===== src/rtl/core/xrfec_pkg.sv =====
// Shared types, codes and helper functions of the XOR row FEC encoder.
// Depends on nothing; every other file of the block but xrfec_ram imports it.
`default_nettype none

package xrfec_pkg;

   // Default sizes of the parity store and the length table.
   localparam int DEF_MAX_PACKET_BYTES  = 2048;
   localparam int DEF_MAX_GROUP_PACKETS = 16;

   // Fixed field widths of the two channels and the register port.
   localparam int REQ_TYPE_W = 2;
   localparam int BYTE_W     = 8;
   localparam int LEN_W      = 12;
   localparam int SEQ_W      = 32;
   localparam int STATUS_W   = 2;
   localparam int CSR_IDX_W  = 1;
   localparam int CSR_DATA_W = 8;
   localparam int LEVEL_W    = 3;
   localparam int GSIZE_W    = 3;

   // Depth of the result queue and its pointer and fill widths.
   localparam int RSP_FIFO_DEPTH = 3;
   localparam int RSP_PTR_W      = 2;

   // Request codes.
   localparam logic [REQ_TYPE_W-1:0] REQ_DATA  = 2'd0;
   localparam logic [REQ_TYPE_W-1:0] REQ_READ  = 2'd1;
   localparam logic [REQ_TYPE_W-1:0] REQ_TAKE  = 2'd2;
   localparam logic [REQ_TYPE_W-1:0] REQ_FLUSH = 2'd3;

   // Status codes.
   localparam logic [STATUS_W-1:0] ST_DONE        = 2'd0;
   localparam logic [STATUS_W-1:0] ST_GROUP_READY = 2'd1;
   localparam logic [STATUS_W-1:0] ST_REJECT      = 2'd2;

   // Register indexes.
   localparam logic [CSR_IDX_W-1:0] CSR_LEVEL    = 1'd0;
   localparam logic [CSR_IDX_W-1:0] CSR_ROW_TYPE = 1'd1;

   // One result transaction as held in the result queue.
   typedef struct packed {
      logic [REQ_TYPE_W-1:0] resp_kind;
      logic [STATUS_W-1:0]   status;
      logic [BYTE_W-1:0]     read_byte;
      logic [LEN_W-1:0]      fec_size;
   } rsp_payload_type;

   // Packets per group for a protection level; zero means no protection.
   function automatic logic [GSIZE_W-1:0] group_size(input logic [LEVEL_W-1:0] level);
      logic [GSIZE_W-1:0] size;
      unique case (level)
         3'd1:    size = 3'd4;
         3'd2:    size = 3'd3;
         3'd3:    size = 3'd2;
         3'd4:    size = 3'd2;
         default: size = 3'd0;
      endcase
      return size;
   endfunction

   // Total FEC packet size: header, two bytes per packet, then the payload; zero for an empty group, capped at 4095.
   function automatic logic [LEN_W-1:0] fec_total(input logic [7:0] cnt,
                                                  input logic [LEN_W-1:0] longest);
      logic [LEN_W:0] total;
      total = 13'd8 + {4'b0, cnt, 1'b0} + {1'b0, longest};
      if (cnt == 8'd0) begin
         return '0;
      end
      return (total > 13'd4095) ? 12'hFFF : total[LEN_W-1:0];
   endfunction

endpackage

`default_nettype wire


===== src/rtl/core/xrfec_channels.sv =====
// Handshake interfaces of the XOR row FEC encoder: request and result channels.
// Depends on xrfec_pkg for the field widths.
`default_nettype none


// Result channel: one transaction per request.
interface xrfec_rsp_if import xrfec_pkg::*; ();
   logic                  valid;
   logic                  ready;
   logic [REQ_TYPE_W-1:0] resp_kind;
   logic [STATUS_W-1:0]   status;
   logic [BYTE_W-1:0]     read_byte;
   logic [LEN_W-1:0]      fec_size;

   modport source(output valid, resp_kind, status, read_byte, fec_size, input ready);
   modport sink(input valid, resp_kind, status, read_byte, fec_size, output ready);
endinterface

`default_nettype wire


===== src/rtl/core/xrfec_rsp_fifo.sv =====
// Three-entry result queue that drives the result channel of the encoder.
// Depends on xrfec_pkg and the channel interfaces.
`default_nettype none

module xrfec_rsp_fifo import xrfec_pkg::*; (
   input  wire logic                 clock,
   input  wire logic                 reset,
   input  wire logic                 push,
   input  wire rsp_payload_type      push_data,
   output logic      [RSP_PTR_W-1:0] fill,
   xrfec_rsp_if.source               rsp_bus
);

   rsp_payload_type      q_ff [RSP_FIFO_DEPTH];
   logic [RSP_PTR_W-1:0] wr_ptr_ff, wr_ptr_in;
   logic [RSP_PTR_W-1:0] rd_ptr_ff, rd_ptr_in;
   logic [RSP_PTR_W-1:0] fill_ff, fill_in;
   logic                 pop;

   // Head entry goes straight to the channel.
   assign rsp_bus.valid     = (fill_ff != '0);
   assign rsp_bus.resp_kind = q_ff[rd_ptr_ff].resp_kind;
   assign rsp_bus.status    = q_ff[rd_ptr_ff].status;
   assign rsp_bus.read_byte = q_ff[rd_ptr_ff].read_byte;
   assign rsp_bus.fec_size  = q_ff[rd_ptr_ff].fec_size;
   assign fill              = fill_ff;
   assign pop               = rsp_bus.valid & rsp_bus.ready;

   // Pointer and fill bookkeeping; the writer never pushes into a full queue.
   always_comb begin
      wr_ptr_in = wr_ptr_ff;
      rd_ptr_in = rd_ptr_ff;
      fill_in   = fill_ff;
      if (push) begin
         wr_ptr_in = (wr_ptr_ff == RSP_PTR_W'(RSP_FIFO_DEPTH - 1)) ? '0 : wr_ptr_ff + 1'b1;
      end
      if (pop) begin
         rd_ptr_in = (rd_ptr_ff == RSP_PTR_W'(RSP_FIFO_DEPTH - 1)) ? '0 : rd_ptr_ff + 1'b1;
      end
      priority if (push && !pop) begin
         fill_in = fill_ff + 1'b1;
      end else if (pop && !push) begin
         fill_in = fill_ff - 1'b1;
      end
   end

   always_ff @(posedge clock) begin
      if (reset) begin
         wr_ptr_ff <= '0;
         rd_ptr_ff <= '0;
         fill_ff   <= '0;
      end else begin
         wr_ptr_ff <= wr_ptr_in;
         rd_ptr_ff <= rd_ptr_in;
         fill_ff   <= fill_in;
      end
   end

   // Queue storage.
   always_ff @(posedge clock) begin
      if (push) begin
         q_ff[wr_ptr_ff] <= push_data;
      end
   end

endmodule

`default_nettype wire


===== src/flat_wrapper.sv =====
// flat-port wrapper written by rule: the top's interface ports become plain ports
module xrfec_rsp_fifo_flat import xrfec_pkg::*;
  (clock, reset, push, push_data, fill, rsp_bus_valid, rsp_bus_resp_kind, rsp_bus_status, rsp_bus_read_byte, rsp_bus_fec_size, rsp_bus_ready);
  xrfec_rsp_if rsp_bus_i ();
  input  wire logic clock;
  input  wire logic reset;
  input  wire logic push;
  input  wire rsp_payload_type push_data;
  output logic      [RSP_PTR_W-1:0] fill;
  output wire logic [$bits(rsp_bus_i.valid)-1:0] rsp_bus_valid;
  output wire logic [$bits(rsp_bus_i.resp_kind)-1:0] rsp_bus_resp_kind;
  output wire logic [$bits(rsp_bus_i.status)-1:0] rsp_bus_status;
  output wire logic [$bits(rsp_bus_i.read_byte)-1:0] rsp_bus_read_byte;
  output wire logic [$bits(rsp_bus_i.fec_size)-1:0] rsp_bus_fec_size;
  input wire logic [$bits(rsp_bus_i.ready)-1:0] rsp_bus_ready;
  assign rsp_bus_valid = rsp_bus_i.valid;
  assign rsp_bus_resp_kind = rsp_bus_i.resp_kind;
  assign rsp_bus_status = rsp_bus_i.status;
  assign rsp_bus_read_byte = rsp_bus_i.read_byte;
  assign rsp_bus_fec_size = rsp_bus_i.fec_size;
  assign rsp_bus_i.ready = rsp_bus_ready;
  xrfec_rsp_fifo u_core (.clock(clock), .reset(reset), .push(push), .push_data(push_data), .fill(fill), .rsp_bus(rsp_bus_i));
endmodule

===== config.mk =====
export PLATFORM = sky130hd
export DESIGN_NAME = xrfec_rsp_fifo_flat
export DESIGN_NICKNAME = d
export VERILOG_FILES = /design/src/rtl/core/xrfec_pkg.sv /design/src/rtl/core/xrfec_channels.sv /design/src/rtl/core/xrfec_rsp_fifo.sv /design/src/flat_wrapper.sv
export SDC_FILE = /design/constraint.sdc
export NUM_CORES = 1
export LEC_CHECK = 0
export ABC_CLOCK_PERIOD_IN_PS = 4500
export BUFFER_PORTS_ARGS = -buffer_cell sky130_fd_sc_hd__buf_2
export CORE_MARGIN = 2
export CORE_UTILIZATION = 45
export CTS_CLUSTER_SIZE = 8
export DETAILED_ROUTE_END_ITERATION = 10
export GPL_ROUTABILITY_DRIVEN = 1
export MAX_ROUTING_LAYER = met4
export PLACE_DENSITY_LB_ADDON = 0.05
export SYNTH_ARGS = -nofsm -noshare
export SYNTH_HDL_FRONTEND = slang
export SYNTH_SLANG_ARGS = --single-unit

===== constraint.sdc =====
create_clock -name clock -period 4.5 [get_ports clock]
set_input_delay 0.225 -clock clock [delete_from_list [all_inputs] [get_ports clock]]
set_output_delay 0.225 -clock clock [all_outputs]
set_load 0.005 [all_outputs]

## Word-level counts from Yosys, hierarchy flattened

Memory sizes are Yosys's and may differ from the RTL's. A register that Yosys moved wholly into a read port is not among the register bits.
Index checks and enable logic that the tools add are counted.

- Register bits after elaboration: 6
- RAM bits: 72
- Memories kept: 1
- Bits in latches: 0
- Bits of input ports: 28
- ROM bits: 0
- Output and inout bits: 27

Memory list:

| name | words | bits a word | read ports | clocked after memory_dff | write ports | line | RTL |
|---|---|---|---|---|---|---|---|
| u_core.q_ff | 3 | 24 | 1 | 1 | 1 | xrfec_rsp_fifo.sv:14 | `rsp_payload_type q_ff [RSP_FIFO_DEPTH];` |

- Magnitude comparators: 0
- Bitwise gates (word level): 1
- Multiply operators: 0
- Shifts and indexed selects: 0
- Muxes and demuxes: 8
- Equal/unequal tests: 2
- Reduce and logical (&&, ||, !) cells: 6
- Div/mod/pow operators: 0
- $add $sub $neg: 4

Operators with widths:

| kind | number |
|---|---|
| two-way mux 2 bit | 6 |
| adder 2 x 1 -> 2 bit, second input constant | 3 |
| == test 2 bit, second input constant | 2 |
| nonzero test 2 bit | 2 |
| logical AND 1 bit | 2 |
| logical NOT 1 bit | 2 |
| two-way mux 1 bit | 2 |
| subtractor 2 x 1 -> 2 bit, second input constant | 1 |
| bitwise AND 1 bit | 1 |

## Longest topological paths before layout

Gate-level depths: netlist of the first run.

- Depth in word-level cells: 5
- Mapped depth: 5
- Depth with buffers taken out: 5

## Worst setup path before layout of the first run

No wires, ideal clock.

- Path kind: reg2reg
- Start: register u_core.wr_ptr_ff[0]
- End: memory u_core.q_ff[0][0] (netlist bit), enable pin
- Library setup time: 0.438 ns
- Data arrival time: 2.072 ns
- Slack: 1.990 ns
- Stages on the path, launching flop included: 2
- Data required time: 4.062 ns
- Path through: dfxtp_1 -> nor3_1

RTL lines:

| what | line | RTL |
|---|---|---|
| from (decl) | xrfec_rsp_fifo.sv:15 | `logic [RSP_PTR_W-1:0] wr_ptr_ff, wr_ptr_in;` |
| from (signal assigned) | xrfec_rsp_fifo.sv:53 | `wr_ptr_ff <= wr_ptr_in;` |
| to (decl) | xrfec_rsp_fifo.sv:14 |  |

Straight into the memory's write port.

==> metrics.txt, run 1 <==
status completed; placed cells 311; CTS tree yes; crit path max-delay cell type dfxtp_1; port bufs 54; library cells used by synthesis 23; CTS H-Tree Depth 3; Async S/R FF share, synth 0%; Via density 4.954; Worst VDD drop 0.2506 mV; Rows 29; Skew-Pair Late Insertion Delay 340 ps; GRT Overall Usage 15.58%; DP Area 3329 sq um; Fmax achieved 0.4862 GHz; CTS clock-pin slew for the worst setup and hold paths 90 ps; chip width 85.32 um; RSZ-0062 raised after global routing false; total number of vias 1620; final setup fails 0; Initial Utilization 46.59%; Mapped Area 2975 sq um; Mapped Cells 184; Tmin final 2057 ps; Worst Hold Depth 1; Initial DRT Pass Iterations 4; Seq cells post-synth 80; Fin. Hold Viols 0; hpwl dp 3113 um; max cap viols 0; drt drc 0; final wirelength 5136 um; startpoint types flip-flop; Total Neg Setup Slack 0 ps; clock skew 11.66 ps; Fill cells 531; critical path type flip-flop to primary output; Critical Path Fanout Max 25; nature of the critical path endpoint primary output; # IOs 55; most common cell after layout, fill and taps aside edfxtp_1; FF/Latch Area 2323 sq um; Rel. slew slack 46.98%; CTS Hold Buffers Added 0; Slew Limit Fails 0; R2R cell count 4; Core Footprint 6386 sq um; pwr dens 482.4 nW/um^2; initial antenna violation count 0; Synth Flop Type edfxtp_1; RePlAce Congestion 0.7290; nets 274; clk sinks 80; Crit path arrival time 1830 ps; largest net degree at the start of global routing 26; Congestion Overflow GR 0; Final ANT Viol Nets 0; # Post-CTS Setup Buffers 0; syn_nets 213; CP cell instances buf_4 > nand2_1 > o21ai_0 > buf_2; Max stage delay on crit path 800 ps; Final Non-Filler Cells 327; DIE AREA 7279 sq um; Leak 1.230 nW; sequential fraction of the synthesis area 78.05%; vias in the first global route 1737; total CTS buffers 9; drt wl/cell 15.71 um; synthesized area per cell 16.17 sq um; number of flops mapped to enable cells by yosys 72; CTS resizes 0; layout overhead on the synthesized area 18.46%; Multi-input gate area 605.6 sq um; hold slack 76.19 ps; Die Span Y 85.32 um; Layout Cell Area excl Fill 3525 sq um; Hold Crit Class input pin to flip-flop; Worst-Margin Slew 795.4 ps; antenna diode count 0; Final Cycle Share 45.71%; synth warn 0; first-pass GRT wire length 8169 um; CP Data Required Time 4280 ps; Clock Tree Buf Depth 2; clock root buffer master clkbuf_8; Initial DRC Count 71; layout cell share with drive strength beyond 1 31.60%; commonest non-fill, non-tap cells in the layout 72 x edfxtp_1, 54 x buf_2, 27 x nand2_1
power breakdown:
| group | internal, mW | switching, mW |
|---|---|---|
| Sequential | 0.859 | 0.0663 |
| Combinational | 0.145 | 0.119 |
| Clock | 0.259 | 0.252 |
| Total | 1.26 | 0.438 |
synthesized netlist by cell type, types with 2 or more instances:
library cell / count / area, sq um
buf_6: 2 / 22.52
a21oi_1: 3 / 15.01
nor2_1: 3 / 11.26
o21ai_0: 25 / 125.1
buf_2: 2 / 10.01
xor2_1: 2 / 17.52
dfxtp_1: 8 / 160.2
clkbuf_1: 3 / 11.26
or3_1: 2 / 12.51
mux2i_1: 24 / 240.2
edfxtp_1: 72 / 2162
nand2_1: 27 / 101.4
per-layer routing:
layer | vias to the layer above | wire length (um) | GRT usage [%]
li1 | 811 | - | -
met3 | 2 | 184 | 4.864
met4 | 0 | 26 | 6.061
met5 | - | 0 | -
met1 | 768 | 2289 | 17.84
met2 | 39 | 2635 | 25.64
registers in the layout (all words and copies together), names as in the netlist, named ones only:
signal	count
u_core.rd_ptr_ff	2
u_core.wr_ptr_ff	2
u_core.q_ff	72
u_core.fill	2
critical path: cells and delay by family (launching register included):
family / cells / cell delay [ps]
buffers and inverters: 2 / 520
and+or+nand+nor: 1 / 70
AOI/OAI and AO/OA: 1 / 100
DFF: 1 / 800
area by class of cell:
cell class              count  share of cell area (%)
well taps                  77                   2.733
clock inverters             6                   1.917
multi-input cells          95                   17.18
inverters                   1                  0.1065
flip-flops and latches     80                   65.92
clock buffers              10                   3.621
repair buffers             58                   8.520
cell families (layout without fill, tap and decap cells):
group	Yosys count	after routing	synth area share, %
AND/OR/NAND/NOR	37	37	5.383
adder cells (fa/ha/maj)	1	1	0.4205
flip-flops	80	80	78.05
multiplexers	24	24	8.074
XOR/XNOR	2	2	0.5888
AO/OA/AOI/OAI	31	31	5.635
buffers and inverters	9	75	1.850
final timing paths:
| kind | startpoint | to | slack, ps |
|---|---|---|---|
| setup reg to reg | u_core.fill[0] | u_core.fill[1] | 3060 |
| hold reg to reg | u_core.rd_ptr_ff[0] | flip-flop | 480 |
| hold / removal | push_data[9] | u_core.q_ff[1][9] | 80 |
| setup / recovery | flip-flop | rsp_bus_fec_size[4] | 2440 |
through the flow:
stage               setup WS (ps)  power, mW  utilization (%)
floorplan                    1990      1.094                -
global placement             2821      1.201            52.14
detailed placement           2786      1.212            52.14
CTS                          2406      1.722            55.19
global route                 2200      1.795            55.19
finish                       2443      1.700            55.19
Note: power is estimated with default switching activity, not from simulation.
==> inputs of run 2 (changes only) <==
--- a/config.mk
+++ b/config.mk
@@ -5,7 +5,7 @@
 export SDC_FILE = /design/constraint.sdc
 export NUM_CORES = 1
 export LEC_CHECK = 0
-export ABC_CLOCK_PERIOD_IN_PS = 4500
+export ABC_CLOCK_PERIOD_IN_PS = 2100
 export BUFFER_PORTS_ARGS = -buffer_cell sky130_fd_sc_hd__buf_2
 export CORE_MARGIN = 2
 export CORE_UTILIZATION = 45
==> constraint.sdc (replaced) <==
create_clock -name clock -period 2.1 [get_ports clock]
set_input_delay 0.105 -clock clock [delete_from_list [all_inputs] [get_ports clock]]
set_output_delay 0.105 -clock clock [all_outputs]
set_load 0.005 [all_outputs]
==> run 2 against run 1 <==
Compared with the run above: flip-flop and latch count unchanged; worst hold slack worse by 61 ps; wire length shrank 2.1%; clock power is 130% higher; design area rose by 8.3%; die area unchanged; count of clock-buffer cells in the layout is 2 higher; sequential share of layout area is 5.1 points lower; utilization rose by 4.6 points; largest power group unchanged.
==> metrics.txt, run 2 (synthesized netlist as in run 1, its figures left out) <==
CTS clock-pin slew for the worst setup and hold paths 70 ps (-20 ps); drt wl/cell 14.25 um (-9.3%); Worst-Margin Slew 416.3 ps (-379.1 ps); CTS tree yes; Initial DRT Pass Iterations 6 (+2); startpoint types flip-flop; critical path type flip-flop to primary output; Skew-Pair Late Insertion Delay 330 ps (about the same); Final Cycle Share 81.21%; Via density 4.912 (-0.85%); clock root buffer master clkbuf_8; Die Span Y 85.32 um (unchanged); Initial DRC Count 83 (+17%); final setup fails 0 (unchanged); nature of the critical path endpoint primary output; final wirelength 5030 um (-2.1%); status completed; initial antenna violation count 0 (unchanged); nets 300 (+9.5%); Hold Crit Class input pin to flip-flop; RePlAce Congestion 0.6828 (-6.3%); Max stage delay on crit path 590 ps (-210 ps); RSZ-0062 raised after global routing false; largest net degree at the start of global routing 27 (+3.8%); antenna diode count 0 (unchanged); max FFs per register 72 (unchanged); hold wc startpoint reset; Clock Tree Buf Depth 2 (unchanged); vias in the first global route 1784 (+2.7%); first-pass GRT wire length 8031 um (-1.7%); CTS resizes 0 (unchanged); commonest non-fill, non-tap cells in the layout 72 x edfxtp_1, 54 x buf_2, 27 x nand2_1; GRT Overall Usage 15.36% (-0.21 points); Slew Limit Fails 0 (unchanged); Critical Path Fanout Max 13 (-48%); CP cell instances buf_12 > mux2i_1 > o21ai_0 > buf_2; drt drc 0 (unchanged); pwr dens 995.7 nW/um^2 (+110%); Total Neg Setup Slack 0 ps (unchanged); Fin. Hold Viols 0 (unchanged); total number of vias 1734 (+7.0%); Initial Utilization 46.59% (unchanged); most common cell after layout, fill and taps aside edfxtp_1; port bufs 54 (unchanged); Congestion Overflow GR 0 (unchanged); r2r startpoint u_core.fill[1]; crit path max-delay cell type dfxtp_2; layout overhead on the synthesized area 28.34%; clock skew 4.119 ps (-7.541 ps); Leak 1.362 nW (+11%); hpwl dp 3134 um (+0.66%); Final ANT Viol Nets 0 (unchanged); Biggest register u_core.q_ff; max cap viols 0 (unchanged); chip width 85.32 um (unchanged); Crit path arrival time 1600 ps (-230 ps); Rows 29 (unchanged); layout cell share with drive strength beyond 1 29.35% (-2.3 points); Rel. slew slack 72.25% (+25 points); # IOs 55 (unchanged); CTS H-Tree Depth 3 (unchanged); clk sinks 80 (unchanged); Fmax achieved 0.5864 GHz; final core occ 59.80% (+4.6 points); DIE AREA 7279 sq um (unchanged); Worst VDD drop 0.5802 mV (+130%); total CTS buffers 9 (unchanged); CP Data Required Time 2000 ps (-2280 ps); Tmin final 1705 ps; Core Footprint 6386 sq um (unchanged)
run 2: cell type report:
class / instances / area, sq um
Clock buffer: 12 / 145.1
Clock inverter: 4 / 70.07
Fill cell: 499 / 2567
Inverter: 1 / 3.754
Multi-Input combinational cell: 95 / 611.8
Sequential cell: 80 / 2323
Tap cell: 77 / 96.34
Timing Repair Buffer: 84 / 568.0
run 2: final timing paths:
| path | endpoint | slack (ps) | cells past startpoint |
|---|---|---|---|
| setup / recovery | rsp_bus_fec_size[11] | 390 | 4 |
| hold / removal | u_core.fill[1] | 20 | 2 |
| setup reg to reg | u_core.fill[1] | 670 | 4 |
| hold reg to reg | u_core.rd_ptr_ff[1] | 510 | 2 |
run 2: metrics by stage:
| stage | setup slack [ps] | power [mW] | hold WS (ps) | std cells | instance area [sq um] |
|---|---|---|---|---|---|
| 2_1_floorplan | 251.9 | 2.344 | 172.0 | 184 | 2980 |
| 3_3_place_gp | 762.1 | 2.606 | 302.6 | 313 | 3363 |
| 3_5_place_dp | 652.2 | 2.636 | 309.2 | 313 | 3363 |
| 4_1_cts | 352.3 | 3.849 | 3.154 | 353 | 3819 |
| 5_1_grt | 278.2 | 4.001 | 4.654 | 353 | 3819 |
| 6_report | 394.7 | 3.802 | 15.25 | 353 | 3819 |
run 2: layer usage:
| layer | vias to the layer above | track usage [%] | share of wire (%) |
|---|---|---|---|
| met2 | 42 | 26.78 | 53 |
| met4 | 0 | 6.494 | 1.1 |
| li1 | 861 | - | - |
| met5 | - | - | 0 |
| met1 | 825 | 16.40 | 42 |
| met3 | 6 | 4.183 | 4.1 |
run 2: worst max-delay path: cells and delay by family, from the launching register on:
family / cells / cell delay, ps
compound gates: 1 / 110
buf+inv: 2 / 370
flops: 1 / 590
mux: 1 / 190
run 2: report_power, final:
group          internal (mW)  switching (mW)
clock                  0.699           0.484
combinational          0.365           0.320
sequential              1.84          0.0929
run 2: timing repair:
action / 4_1_cts / 5_1_grt
endpoints found under the hold margin: 72 / 0
setup buffers: 0 / 0
hold buffers: 24 / 0
==> inputs of run 3 (changes only) <==
--- a/config.mk
+++ b/config.mk
@@ -5,7 +5,7 @@
 export SDC_FILE = /design/constraint.sdc
 export NUM_CORES = 1
 export LEC_CHECK = 0
-export ABC_CLOCK_PERIOD_IN_PS = 2100
+export ABC_CLOCK_PERIOD_IN_PS = 1700
 export BUFFER_PORTS_ARGS = -buffer_cell sky130_fd_sc_hd__buf_2
 export CORE_MARGIN = 2
 export CORE_UTILIZATION = 45
==> constraint.sdc (replaced) <==
create_clock -name clock -period 1.7 [get_ports clock]
set_input_delay 0.085 -clock clock [delete_from_list [all_inputs] [get_ports clock]]
set_output_delay 0.085 -clock clock [all_outputs]
set_load 0.005 [all_outputs]
==> run 3 against run 2 <==
Compared with the run above: utilization decreased by 0.27 points; highest routed layer unchanged; register-to-register slack got worse by 410 ps; critical endpoint unchanged; clock skew increased by 5.5 ps; worst hold slack improved by 87 ps; global-route usage increased by 0.051 points; clock power decreased by 4%.
==> metrics.txt, run 3 (synthesized netlist as in run 1, its figures left out) <==
Multi-input gate area 611.8 sq um (unchanged); RSZ-0062 raised after global routing false; FF/Latch Area 2322 sq um (about the same); Rows 29 (unchanged); r2r startpoint u_core.fill[0]; Total Power 4.364 mW (+15%); Initial Utilization 46.59% (unchanged); DP Area 3395 sq um (+0.93%); # Post-CTS Setup Buffers 0 (unchanged); max cap viols 0 (unchanged); R2R cell count 4 (unchanged); Worst VDD drop 0.7286 mV (+26%); crit path capture rsp_bus_fec_size[11]; Leak 1.345 nW (-1.2%); Worst Slack Setup Final 244.0 ps (-150.7 ps); total number of vias 1734 (unchanged); CTS tree yes; max FFs per register 72 (unchanged); final setup fails 0 (unchanged); # IOs 55 (unchanged); port bufs 54 (unchanged); Final Cycle Share 85.65%; drt wl/cell 14.45 um (+1.4%); Slew Limit Fails 0 (unchanged); CTS H-Tree Depth 3 (unchanged); hpwl dp 3169 um (+1.1%); Fill cells 528 (+5.8%); layout overhead on the synthesized area 27.75%; CTS clock-pin slew for the worst setup and hold paths 70 ps (about the same); total CTS buffers 9 (unchanged); Skew-Pair Late Insertion Delay 330 ps (about the same); RePlAce Congestion 0.7288 (+6.7%); antenna diode count 0 (unchanged); Via density 4.885 (-0.56%); Congestion Overflow GR 0 (unchanged); R2R setup slack 260 ps (-410 ps); layout cell share with drive strength beyond 1 28.42% (-0.93 points); commonest non-fill, non-tap cells in the layout 72 x edfxtp_1, 54 x buf_2, 27 x nand2_1; Hold Crit Class input pin to flip-flop; nets 302 (+0.67%); pwr dens 1148 nW/um^2 (+15%); most common cell after layout, fill and taps aside edfxtp_1; Rel. slew slack 74.50% (+2.3 points); clock skew 9.578 ps (+5.459 ps); Final ANT Viol Nets 0 (unchanged); Layout Cell Area excl Fill 3801 sq um (-0.46%); Core Footprint 6386 sq um (unchanged); Biggest register u_core.q_ff; worst r2r dst u_core.fill[1]; DIE AREA 7279 sq um (unchanged); nature of the critical path endpoint primary output; largest net degree at the start of global routing 33 (+22%); chip width 85.32 um (unchanged); startpoint types flip-flop; drt drc 0 (unchanged); DP Worst Slack 258.8 ps (-393.4 ps); CP Data Required Time 1620 ps (-380 ps); status completed; final wirelength 5130 um (+2.0%); Fmax achieved 0.6868 GHz; GRT Overall Usage 15.42% (+0.051 points); Total Neg Setup Slack 0 ps (unchanged); hold slack 102.0 ps (+86.71 ps); clock root buffer master clkbuf_8; Die Span Y 85.32 um (unchanged); vias in the first global route 1773 (-0.62%); hold wc startpoint rsp_bus_ready; Initial DRT Pass Iterations 5 (-1); Initial DRC Count 73 (-12%); Clock Tree Buf Depth 2 (unchanged); CTS Hold Buffers Added 25 (+4.2%); Critical Path Fanout Max 24 (+11); CTS resizes 0 (unchanged); Worst-Margin Slew 381.3 ps (-35.01 ps); clk sinks 80 (unchanged); first-pass GRT wire length 8155 um (+1.5%); initial antenna violation count 0 (unchanged); Fin. Hold Viols 0 (unchanged); Crit path arrival time 1370 ps (-230 ps); critical path type flip-flop to primary output; Tmin final 1456 ps
## run 3: power by group
part           leakage, nW  switching (mW)  internal (mW)
registers            0.731          0.0672           2.27
logic                0.536           0.435          0.461
clock network       0.0778           0.607          0.522
## run 3: how the worst min path moves through the flow
stage | endpoint | cells past startpoint
floorplan | flip-flop | 1
global placement | u_core.q_ff[2][18] | 1
detailed placement | u_core.q_ff[0][2] | 1
CTS | u_core.rd_ptr_ff[0] | 4
global route | flip-flop | 4
finish | u_core.rd_ptr_ff[0] | 4
## run 3: critical path, stage by stage, from the launching register on
cell and delay (ps):
dfxtp_1 360, buf_12 210, mux2i_1 90, o21ai_0 210, buf_2 160
## run 3: through the flow
| stage | cells | util [%] |
|---|---|---|
| 2_1_floorplan | 184 | - |
| 3_3_place_gp | 314 | 53.15 |
| 3_5_place_dp | 314 | 53.15 |
| 4_1_cts | 355 | 59.52 |
| 5_1_grt | 355 | 59.52 |
| 6_report | 355 | 59.52 |
## run 3: per-layer routing
layer  part of all wire, %  up-vias  wire length [um]  global-route usage (%)
li1                      -      864                 -                       -
met1                    43      814              2185                   18.07
met2                    52       49              2666                   24.93
met3                   3.9        7               199                   3.599
met4                   1.5        0                78                   7.792
met5                     0        -                 0                       -
## run 3: cell type report
cell class	instances	share of cell area, %
Timing Repair Buffer	86	16.06
Sequential cell	80	61.09
Clock buffer	12	3.555
Tap cell	77	2.535
Clock inverter	4	0.5596
Inverter	1	0.09875
Multi-Input combinational cell	95	16.10
